$ cat config.mk
export PLATFORM = sky130hd
export DESIGN_NAME = dual_path_route_table_unit
export DESIGN_NICKNAME = d
export VERILOG_FILES = /design/src/rtl/core/dprt_pkg.sv /design/src/rtl/core/dual_path_route_table_unit.sv
export SDC_FILE = /design/constraint.sdc
export NUM_CORES = 1
export LEC_CHECK = 0
export CORE_ASPECT_RATIO = 1.75
export CORE_MARGIN = 3
export CORE_UTILIZATION = 55
export DETAILED_ROUTE_END_ITERATION = 8
export DONT_BUFFER_PORTS = 1
export PLACE_DENSITY = 0.81
export SLEW_MARGIN = 20
export SYNTH_ARGS = -nofsm -noshare
export SYNTH_HDL_FRONTEND = slang
export SYNTH_SLANG_ARGS = --single-unit
$ cat constraint.sdc
create_clock -name clk -period 7.4 [get_ports clk]
set_input_delay 0.74 -clock clk [delete_from_list [all_inputs] [get_ports clk]]
set_output_delay 0.74 -clock clk [all_outputs]
set_load 0.01 [all_outputs]
$ cat src/rtl/core/dprt_pkg.sv
// ----------------------------------------------------------------------------
// dprt_pkg
// Types and constants shared by the dual path route table.
// ----------------------------------------------------------------------------
`default_nettype none
package dprt_pkg;

  localparam int unsigned TABLE_ENTRIES_DEF = 16;

  localparam logic [1:0] REQ_ADV    = 2'd0;
  localparam logic [1:0] REQ_PACKET = 2'd1;
  localparam logic [1:0] REQ_TICK   = 2'd2;

  localparam logic [1:0] KIND_LOCAL = 2'd0;
  localparam logic [1:0] KIND_FWD   = 2'd1;
  localparam logic [1:0] KIND_DROP  = 2'd2;
  localparam logic [1:0] KIND_ADV   = 2'd3;

  localparam logic CFG_OWN   = 1'b0;
  localparam logic CFG_BCAST = 1'b1;

  typedef struct packed {
    logic [1:0] req_type;
    logic [7:0] dest_addr;
    logic [7:0] via_addr;
    logic [7:0] advertised_metric;
  } in_word_t;

  typedef struct packed {
    logic [1:0] out_kind;
    logic [7:0] out_hop;
    logic [7:0] out_dest;
    logic [7:0] out_metric;
    logic       out_last;
  } out_word_t;

  typedef enum logic [2:0] {
    ST_IDLE,
    ST_SCAN,
    ST_MERGE,
    ST_ADV_SELF,
    ST_ADV_SCAN,
    ST_SWEEP
  } state_t;

endpackage
`default_nettype wire

$ cat src/rtl/core/dual_path_route_table_unit.sv
// ----------------------------------------------------------------------------
// dual_path_route_table_unit
// Distance-vector route table, primary and backup path per destination.
// ----------------------------------------------------------------------------
// channel  ports                         handshake
// in       in_word                       start & !busy
// out      out_word                      out_valid, one cycle, no stall
// cfg      cfg_index, cfg_data           cfg_valid & cfg_ready
//
// a packet scans the table one entry per cycle with one compare unit until it
// matches or reaches the last entry; a local destination ends it at the first entry
// an advertisement scans the same way and then merges in the ST_MERGE state
// advertise ticks emit the self route and then one word per valid entry while
// scanning the table; stale and purge ticks sweep the whole table
// reset clears valid and stale bits at once; busy stays high during a run
// results are dropped nowhere since the receiver cannot stall
`default_nettype none
module dual_path_route_table_unit #(
  parameter int unsigned TABLE_ENTRIES = dprt_pkg::TABLE_ENTRIES_DEF
) (
  input  wire logic               clk,
  input  wire logic               rst_n,
  input  wire logic               start,
  output logic                    busy,
  input  wire dprt_pkg::in_word_t in_word,
  output logic                    out_valid,
  output dprt_pkg::out_word_t     out_word,
  input  wire logic               cfg_valid,
  output logic                    cfg_ready,
  input  wire logic               cfg_index,
  input  wire logic [7:0]         cfg_data
);

  localparam int unsigned IW = $clog2(TABLE_ENTRIES);
  localparam int unsigned CW = $clog2(TABLE_ENTRIES + 1);

  dprt_pkg::state_t state_r, state_nxt;
  dprt_pkg::in_word_t req_r;
  logic [CW-1:0] idx_r, idx_nxt;
  logic [1:0] phase_r;
  logic [7:0] own_r, bcast_r;
  logic found_r, free_found_r;
  logic [IW-1:0] hit_r, free_r;

  logic [TABLE_ENTRIES-1:0] ev_r, ps_r, bv_r, bs_r;
  logic [7:0] dst_r [TABLE_ENTRIES];
  logic [7:0] ph_r  [TABLE_ENTRIES];
  logic [7:0] pm_r  [TABLE_ENTRIES];
  logic [7:0] bh_r  [TABLE_ENTRIES];
  logic [7:0] bm_r  [TABLE_ENTRIES];

  logic [IW-1:0] ix;
  logic scan_done, match, more_valid;
  logic pkt_local;
  logic [7:0] m;
  logic accept;

  assign ix        = idx_r[IW-1:0];
  assign scan_done = (idx_r == CW'(TABLE_ENTRIES - 1));
  assign match     = ev_r[ix] && (dst_r[ix] == req_r.dest_addr);
  assign pkt_local = (req_r.req_type == dprt_pkg::REQ_PACKET) &&
                     (req_r.dest_addr == own_r || req_r.dest_addr == bcast_r);
  assign m         = (req_r.advertised_metric == 8'hff) ? 8'hff :
                     req_r.advertised_metric + 8'd1;
  assign accept    = start && !busy;
  assign cfg_ready = 1'b1;

  always_comb begin
    more_valid = 1'b0;
    for (int k = 0; k < TABLE_ENTRIES; k++) begin
      if (k > int'(ix) && ev_r[k]) more_valid = 1'b1;
    end
  end

  always_comb begin
    state_nxt = state_r;
    idx_nxt   = idx_r;
    case (state_r)
      dprt_pkg::ST_IDLE: begin
        idx_nxt = '0;
        if (accept) begin
          case (in_word.req_type)
            dprt_pkg::REQ_ADV: begin
              if (in_word.dest_addr != own_r && in_word.via_addr != own_r)
                state_nxt = dprt_pkg::ST_SCAN;
            end
            dprt_pkg::REQ_PACKET: state_nxt = dprt_pkg::ST_SCAN;
            dprt_pkg::REQ_TICK: begin
              if (phase_r[0]) state_nxt = dprt_pkg::ST_SWEEP;
              else state_nxt = dprt_pkg::ST_ADV_SELF;
            end
            default: state_nxt = dprt_pkg::ST_IDLE;
          endcase
        end
      end
      dprt_pkg::ST_SCAN: begin
        idx_nxt = idx_r + CW'(1);
        if (scan_done || match || pkt_local) begin
          if (req_r.req_type == dprt_pkg::REQ_ADV) state_nxt = dprt_pkg::ST_MERGE;
          else state_nxt = dprt_pkg::ST_IDLE;
        end
      end
      dprt_pkg::ST_MERGE:    state_nxt = dprt_pkg::ST_IDLE;
      dprt_pkg::ST_ADV_SELF: state_nxt = (|ev_r) ? dprt_pkg::ST_ADV_SCAN : dprt_pkg::ST_IDLE;
      dprt_pkg::ST_ADV_SCAN, dprt_pkg::ST_SWEEP: begin
        idx_nxt = idx_r + CW'(1);
        if (scan_done) state_nxt = dprt_pkg::ST_IDLE;
      end
      default: state_nxt = dprt_pkg::ST_IDLE;
    endcase
  end

  always_comb begin
    busy      = (state_r != dprt_pkg::ST_IDLE);
    out_valid = 1'b0;
    out_word  = '0;
    case (state_r)
      dprt_pkg::ST_SCAN: begin
        if (req_r.req_type == dprt_pkg::REQ_PACKET) begin
          out_word.out_dest = req_r.dest_addr;
          out_word.out_last = 1'b1;
          if (pkt_local) begin
            out_valid = 1'b1;
            out_word.out_kind = dprt_pkg::KIND_LOCAL;
          end else if (match) begin
            out_valid = 1'b1;
            out_word.out_kind = dprt_pkg::KIND_FWD;
            out_word.out_hop  = ph_r[ix];
          end else if (scan_done) begin
            out_valid = 1'b1;
            out_word.out_kind = dprt_pkg::KIND_DROP;
          end
        end
      end
      dprt_pkg::ST_ADV_SELF: begin
        out_valid = 1'b1;
        out_word.out_kind = dprt_pkg::KIND_ADV;
        out_word.out_hop  = own_r;
        out_word.out_dest = own_r;
        out_word.out_last = ~(|ev_r);
      end
      dprt_pkg::ST_ADV_SCAN: begin
        out_valid = ev_r[ix];
        out_word.out_kind   = dprt_pkg::KIND_ADV;
        out_word.out_hop    = own_r;
        out_word.out_dest   = dst_r[ix];
        out_word.out_metric = pm_r[ix];
        out_word.out_last   = ~more_valid;
      end
      default: out_valid = 1'b0;
    endcase
  end

  always_ff @(posedge clk) begin
    if (!rst_n) begin
      state_r <= dprt_pkg::ST_IDLE;
      idx_r   <= '0;
      phase_r <= '0;
      own_r   <= 8'd0;
      bcast_r <= 8'hff;
      ev_r    <= '0;
      ps_r    <= '0;
      bv_r    <= '0;
      bs_r    <= '0;
      found_r <= 1'b0;
      free_found_r <= 1'b0;
    end else begin
      state_r <= state_nxt;
      idx_r   <= idx_nxt;
      if (cfg_valid) begin
        if (cfg_index == dprt_pkg::CFG_OWN) own_r <= cfg_data;
        else bcast_r <= cfg_data;
      end
      if (accept) begin
        req_r <= in_word;
        found_r <= 1'b0;
        free_found_r <= 1'b0;
        if (in_word.req_type == dprt_pkg::REQ_TICK) phase_r <= phase_r + 2'd1;
      end
      case (state_r)
        dprt_pkg::ST_SCAN: begin
          if (match) begin
            found_r <= 1'b1;
            hit_r   <= ix;
          end
          if (!ev_r[ix] && !free_found_r) begin
            free_found_r <= 1'b1;
            free_r       <= ix;
          end
        end
        dprt_pkg::ST_MERGE: begin
          if (found_r) begin
            if (pm_r[hit_r] > m) begin
              bh_r[hit_r] <= ph_r[hit_r];
              bm_r[hit_r] <= pm_r[hit_r];
              bs_r[hit_r] <= ps_r[hit_r];
              bv_r[hit_r] <= 1'b1;
              ph_r[hit_r] <= req_r.via_addr;
              pm_r[hit_r] <= m;
              ps_r[hit_r] <= 1'b0;
            end else begin
              if (ph_r[hit_r] == req_r.via_addr && pm_r[hit_r] == m)
                ps_r[hit_r] <= 1'b0;
              if (!bv_r[hit_r] || bm_r[hit_r] > m) begin
                bv_r[hit_r] <= 1'b1;
                bh_r[hit_r] <= req_r.via_addr;
                bm_r[hit_r] <= m;
                bs_r[hit_r] <= 1'b0;
              end else if (!(ph_r[hit_r] == req_r.via_addr && pm_r[hit_r] == m) &&
                           bh_r[hit_r] == req_r.via_addr && bm_r[hit_r] == m) begin
                bs_r[hit_r] <= 1'b0;
              end
            end
          end else if (free_found_r) begin
            ev_r[free_r]  <= 1'b1;
            dst_r[free_r] <= req_r.dest_addr;
            ph_r[free_r]  <= req_r.via_addr;
            pm_r[free_r]  <= m;
            ps_r[free_r]  <= 1'b0;
            bv_r[free_r]  <= 1'b0;
            bs_r[free_r]  <= 1'b0;
          end
        end
        dprt_pkg::ST_SWEEP: begin
          if (ev_r[ix]) begin
            if (phase_r == 2'd2) begin
              ps_r[ix] <= 1'b1;
              if (bv_r[ix]) bs_r[ix] <= 1'b1;
            end else if (ps_r[ix]) begin
              if (!bv_r[ix] || bs_r[ix]) begin
                ev_r[ix] <= 1'b0;
                bv_r[ix] <= 1'b0;
              end else begin
                ph_r[ix] <= bh_r[ix];
                pm_r[ix] <= bm_r[ix];
                ps_r[ix] <= bs_r[ix];
                bh_r[ix] <= ph_r[ix];
                bm_r[ix] <= pm_r[ix];
                bs_r[ix] <= ps_r[ix];
                bv_r[ix] <= 1'b0;
              end
            end
          end
        end
        default: ;
      endcase
    end
  end

  a_busy_after_accept: assert property (@(posedge clk) disable iff (!rst_n)
    (accept && in_word.req_type == dprt_pkg::REQ_PACKET) |=> busy)
    else $error("packet not taken into a run");
  a_out_only_busy: assert property (@(posedge clk) disable iff (!rst_n)
    out_valid |-> busy)
    else $error("result outside a run");
  a_last_ends_run: assert property (@(posedge clk) disable iff (!rst_n)
    (out_valid && out_word.out_last) |=> !out_valid)
    else $error("result after last");

endmodule
`default_nettype wire

==> results of run 1 <==
==> layout by cell type, fill, tap and decap left out, drive strengths merged, types with 35 or more instances in the layout <==
cell    instances
nor2b          35
edfxtp        674
mux4          356
xor2           48
a21oi          67
nor3           37
nor2          140
nand2         170
o21ai         144
clkbuf         92
buf            88
mux2i          69
dfxtp         100
==> cell type report <==
type                            count  area share, %
Sequential cell                   774           53.5
Clock inverter                     39           1.06
Multi-Input combinational cell   1461           36.1
Timing Repair Buffer               88           1.67
Inverter                           27          0.244
Clock buffer                       92           4.69
Tap cell                          903           2.72
==> critical path, delay by kind of cell (launching register included) <==
kind                   cells  cell delay (ns)
flip-flops                 1             1.01
AO/OA/AOI/OAI              4             1.78
multiplexers               2             0.77
XOR/XNOR                   1             0.18
buffers and inverters      2             1.08
AND/OR/NAND/NOR            2             1.02
==> kinds of logic after synthesis <==
| family | after synthesis | share of synthesized area (%) |
|---|---|---|
| xor+xnor | 60 | 1.38 |
| flops | 774 | 58.4 |
| buf+inv | 215 | 2.60 |
| other cells | 1 | 0.00984 |
| simple gates | 520 | 6.45 |
| compound gates | 406 | 6.79 |
| fa+ha+maj | 24 | 0.788 |
| mux | 450 | 23.6 |
==> per-layer routing <==
layer,GRT usage [%],vias up,share of wire (%)
met4,24.5,0,9.8
met1,35.0,12300,30
met5,0,-,0
met3,5.69,558,8.9
met2,53.4,1797,51
li1,-,9830,-
==> worst max path at each step <==
stage                          from     endpoint  depth (start not counted)
final                     flip-flop      bs_r[1]                         11
after global routing      flip-flop   bm_r[9][4]                         11
after detailed placement  flip-flop   bh_r[1][6]                         11
after floorplan           flip-flop  bh_r[14][0]                         19
after global placement    flip-flop  bh_r[13][6]                         11
after CTS                 flip-flop   bm_r[1][4]                         11
==> per-stage QoR <==
step,power [mW],instances,setup WS [ns],hold slack (ns)
detailed placement,5.57,3252,1.39,0.475
global placement,5.55,3252,1.46,0.470
CTS,9.35,3383,1.32,0.150
global route,9.58,3384,1.00,0.155
finish,9.33,3384,1.37,0.168
floorplan,5.39,2450,1.21,0.454
==> sequential cells by signal (all words and copies together) (netlist names), 26 cells and up, named ones only <==
signal,flops
pm_r,128
dst_r,128
ph_r,128
bh_r,128
bm_r,128
req_r,26
==> report_power, final <==
group | leakage (nW) | switching [mW] | internal, mW | total, mW
sequential | 6.88 | 0.0853 | 4.76 | 4.85
combinational | 4.96 | 0.348 | 0.298 | 0.646
clock | 1.15 | 1.70 | 2.14 | 3.84
total | 13.0 | 2.13 | 7.20 | 9.33
==> reports/metrics.csv, run 1 <==
metric;value;unit
diode count;0;
crit path DAT;6.57;ns
Worst slew margin;16.2;%
IO Pins;69;
# setup viols final;0;
Detailed Route WL;113;mm
hold path start;in_word[25];
Worst Max-Slew Pin Slew;1.25;ns
register area share after synthesis;58.4;%
H-tree level count;3;
Min-Delay Endpoint;req_r[25];
synth top area cells;edfxtp_1 53%, mux4_2 21%, dfxtp_1 5.3%, mux2i_1 1.8%, o21ai_0 1.7%;
Post-CTS Setup Inserts;0;
synth cell count leaders;674 x edfxtp_1, 356 x mux4_2, 170 x nand2_1, 139 x nor2_1, 131 x o21ai_0;
Max Freq;166;MHz
TNS Setup;0;ns
die area;72600;sq um
CTS Root Buffer Type;clkbuf_16;
global placer's final weighted congestion;0.962;
Clock Skew;0.0460;ns
routed vias;24400;
Final min period;6.03;ns
TritonCTS Buffers;72;
VDD IR max;0.000250;V
CTS tree;yes;
# fillers;4869;
Most common cell on crit path;buf_4;
yosys warns;0;
hold-fix buffers at CTS;0;
slowest CP cell;dfxtp_4;
Clk Latency, worst-skew pair;0.66;ns
DR DRC count;0;
initial antenna violation count;1;
final hold vios;0;
Avg Inst Size Synth;15.6;sq um
worst-path fanout max;50;
1st-pass router iterations;7;
post-layout instance area;41600;sq um
Detail Route Antenna Nets;0;
FFs w/ async S/R, synth;0;%
multi-input logic area;15000;sq um
wire per inst;33.4;um
Post-CTS Resized;0;
reg2reg end;bs_r[1];
register bit total from synthesis;774;
first-pass GRT wire length;167;mm
clk slew on worst S/H paths;0.07;ns
max-slew violations;0;
die width;205;um
DP Area;39200;sq um
Syn Inst Count;2450;
vias in the first global route;25400;
WP data required;7.94;ns
standby leakage power;13.0;nW
RSZ-0062 raised after global routing;no;
worst hold path type;in -> reg;
top_reg_cell synth;edfxtp_1;
Max Cap Viol;0;
GRT Total Usage;31.5;%
Via-to-Cell Ratio;7.22;
clk sink count;774;
CP startpoint kind;flip-flop;
post-DP HPWL;74.9;mm
layout cell share with drive strength beyond 1;25.9;%
largest net degree at the start of global routing;129;
core footprint;68600;sq um
GRT Residual Overflow;0;
Final period util;81.5;%
crit-path cells;buf_4 -> buf_4 -> mux4_2 -> mux2i_1 -> xor2_1 -> nand2_1 -> nor4_1 -> o2111ai_1 -> o2111ai_2 -> a21boi_0 -> o21a_1;
leading area contributor after synthesis;edfxtp_1;
Hold Path Depth;0;
power density over the cells;224;nW/um^2
die height;354;um
Post-Syn Nets;2513;
register area;22300;sq um
Synth Cell Area;38100;sq um
row cnt;127;
Initial Util;55.5;%
R2R depth;11;
most frequent cell after synthesis;edfxtp_1;
reg2reg setup slack;1.37;ns
status;finished clean;
synth unique cells;75;
Area Overhead vs Synth;9.16;%
port buffer count;0;
Crit path largest cell delay;1.01;ns
Crit Path Category;reg -> reg;
area share of the largest cell type after synthesis;53.1;%
EDFF count, synth;674;
Final Util;60.6;%
Bufs on Longest Clock Path;3;
Layout Nets;2487;
Initial DRC Count;3685;
Worst setup EP type;flip-flop;
Power figures use the tool's default switching activity.
==> run 2, diff against run 1 <==
==> constraint.sdc (replaced) <==
create_clock -name clk -period 6.3 [get_ports clk]
set_input_delay 0.63 -clock clk [delete_from_list [all_inputs] [get_ports clk]]
set_output_delay 0.63 -clock clk [all_outputs]
set_load 0.01 [all_outputs]
==> run 2 against run 1 <==
Compared with the run above:
- critical path depth up 2
- non-clock buffer count increased by 9
- clock power is 17% higher
- clock-buffer cell count down 7
- largest cell class unchanged
==> reports/metrics.csv, run 2 (synthesis results as in run 1) <==
metric;value;unit;change
worst hold path type;in -> reg;;unchanged
Clock Skew;0.0291;ns;was 0.0460 ns
H-tree level count;3;;unchanged
first-pass GRT wire length;167;mm;about the same
Post-CTS Resized;0;;unchanged
die area;72600;sq um;unchanged
TritonCTS Buffers;68;;was 72
layout cell share with drive strength beyond 1;26.0;%;was 25.9%
Worst Max-Slew Pin Slew;1.11;ns;was 1.25 ns
GRT Residual Overflow;0;;unchanged
status;finished clean;;unchanged
Max Freq;181;MHz;was 166 MHz
most frequent cells in the layout;674 x edfxtp_1, 356 x mux4_2, 170 x nand2_1;;unchanged
diode count;0;;unchanged
RSZ-0062 raised after global routing;no;;unchanged
largest net degree at the start of global routing;129;;unchanged
Detailed Route WL;115;mm;was 113 mm
Final min period;5.53;ns;was 6.03 ns
Bufs on Longest Clock Path;3;;unchanged
GRT Total Usage;31.8;%;was 31.5%
DR DRC count;0;;unchanged
TNS Setup;0;ns;unchanged
initial antenna violation count;1;;unchanged
die height;354;um;unchanged
port buffer count;0;;unchanged
CP startpoint kind;flip-flop;;unchanged
WP data required;6.67;ns;was 7.94 ns
Worst slew margin;25.0;%;was 16.2%
commonest non-fill, non-tap cell in the layout;edfxtp_1;;unchanged
CTS tree;yes;;unchanged
Initial DRC Count;3601;;was 3685
clk sink count;774;;unchanged
slowest CP cell;dfxtp_4;;unchanged
power density over the cells;263;nW/um^2;was 224 nW/um^2
max-slew violations;0;;unchanged
Via-to-Cell Ratio;7.26;;was 7.22
row cnt;127;;unchanged
Detail Route Antenna Nets;0;;unchanged
# setup viols final;0;;unchanged
global placer's final weighted congestion;0.987;;was 0.962
Clk Latency, worst-skew pair;0.65;ns;was 0.66 ns
crit path DAT;5.90;ns;was 6.57 ns
routed vias;24600;;was 24400
Post-CTS Setup Inserts;0;;unchanged
post-DP HPWL;77.1;mm;was 74.9 mm
Final period util;87.8;%;was 81.5%
Layout Nets;2492;;was 2487
1st-pass router iterations;7;;unchanged
final hold vios;0;;unchanged
Buf+Inv Stages, Crit Path;2;;unchanged
VDD IR max;0.000174;V;was 0.000250 V
Crit Path Category;reg -> reg;;unchanged
worst-path fanout max;32;;was 50
hold-fix buffers at CTS;0;;unchanged
core footprint;68600;sq um;unchanged
wire per inst;34.1;um;was 33.4 um
IO Pins;69;;unchanged
die width;205;um;unchanged
CTS Root Buffer Type;clkbuf_16;;unchanged
standby leakage power;13.0;nW;about the same
vias in the first global route;25200;;was 25400
Crit path largest cell delay;0.71;ns;was 1.01 ns
hold_ws;0.0715;ns;was 0.168 ns
Area Overhead vs Synth;9.37;%;was 9.16%
Max Cap Viol;0;;unchanged
crit-path cells;buf_12 -> mux4_2 -> mux4_2 -> ha_1 -> nand4_1 -> nor2_1 -> nor2_1 -> o21a_1 -> o21ai_0 -> o21ai_0 -> a32oi_1 -> nor3_2 -> buf_4;;was buf_4 -> buf_4 -> mux4_2 -> mux2i_1 -> xor2_1 -> nand2_1 -> nor4_1 -> o2111ai_1 -> o2111ai_2 -> a21boi_0 -> o21a_1
Crit path max-delay family;compound AO/OA/AOI/OAI gates;;unchanged
Worst setup EP type;flip-flop;;unchanged
clk slew on worst S/H paths;0.07;ns;about the same
Initial Util;55.5;%;unchanged
-- run 2: changes by cell type in the layout (fill, tap and decap cells not counted), moves of 3 or more --
cell / change
clkinv_2: -7
buf_4: +6
clkbuf_16: -5
clkinv_1: +5
bufinv_16: +4
nor2_2: +4
nor2_4: -4
o21ai_0: -4
o21ai_2: +3
-- run 2: final timing paths --
kind	startpoint	to	slack [ns]	depth (start not counted)
max	flip-flop	bh_r[3][3]	0.77	13
min	in_word[11]	req_r[11]	0.07	0
max reg2reg	flip-flop	bh_r[3][3]	0.77	13
min reg2reg	bcast_r[3]	bcast_r[3]	0.49	2
-- run 2: per-stage QoR --
step	std cells	cell area, sq um	setup WS (ns)	total power [mW]	util, %
final	3388	41700	0.770	10.9	60.7
after global routing	3388	41700	0.369	11.2	60.7
after CTS	3387	41600	0.792	11.0	60.7
after detailed placement	3261	39300	0.879	6.55	57.2
after global placement	3260	39200	0.960	6.52	57.2
after floorplan	2450	38100	0.111	6.33	-
-- run 2: where the power goes --
group / internal [mW] / switching, mW
combinational: 0.346 / 0.408
sequential: 5.59 / 0.107
clock: 2.52 / 1.98
total: 8.45 / 2.50
-- run 2: layer usage --
metal | routed length [um] | vias to the layer above | global-route usage [%]
met5 | 13 | - | 0
met4 | 10800 | 2 | 23.3
met3 | 11000 | 603 | 6.49
met2 | 58500 | 1868 | 53.6
met1 | 35100 | 12300 | 35.6
li1 | - | 9834 | -
-- run 2: final cells by class --
cell class / count / area, sq um
Inverter: 27 / 101
Fill cell: 4812 / 27000
Multi-Input combinational cell: 1461 / 15000
Timing Repair Buffer: 97 / 806
Sequential cell: 774 / 22300
Tap cell: 903 / 1130
Clock inverter: 41 / 571
Clock buffer: 85 / 1800
-- run 2: worst register-to-register path, cell delays in order (launching register included) --
cell and delay (ns):
dfxtp_4 0.71, buf_12 0.37, mux4_2 0.58, mux4_2 0.49, ha_1 0.31, nand4_1 0.13, nor2_1 0.23, nor2_1 0.09
o21a_1 0.15, o21ai_0 0.64, o21ai_0 0.47, a32oi_1 0.69, nor3_2 0.11, buf_4 0.27
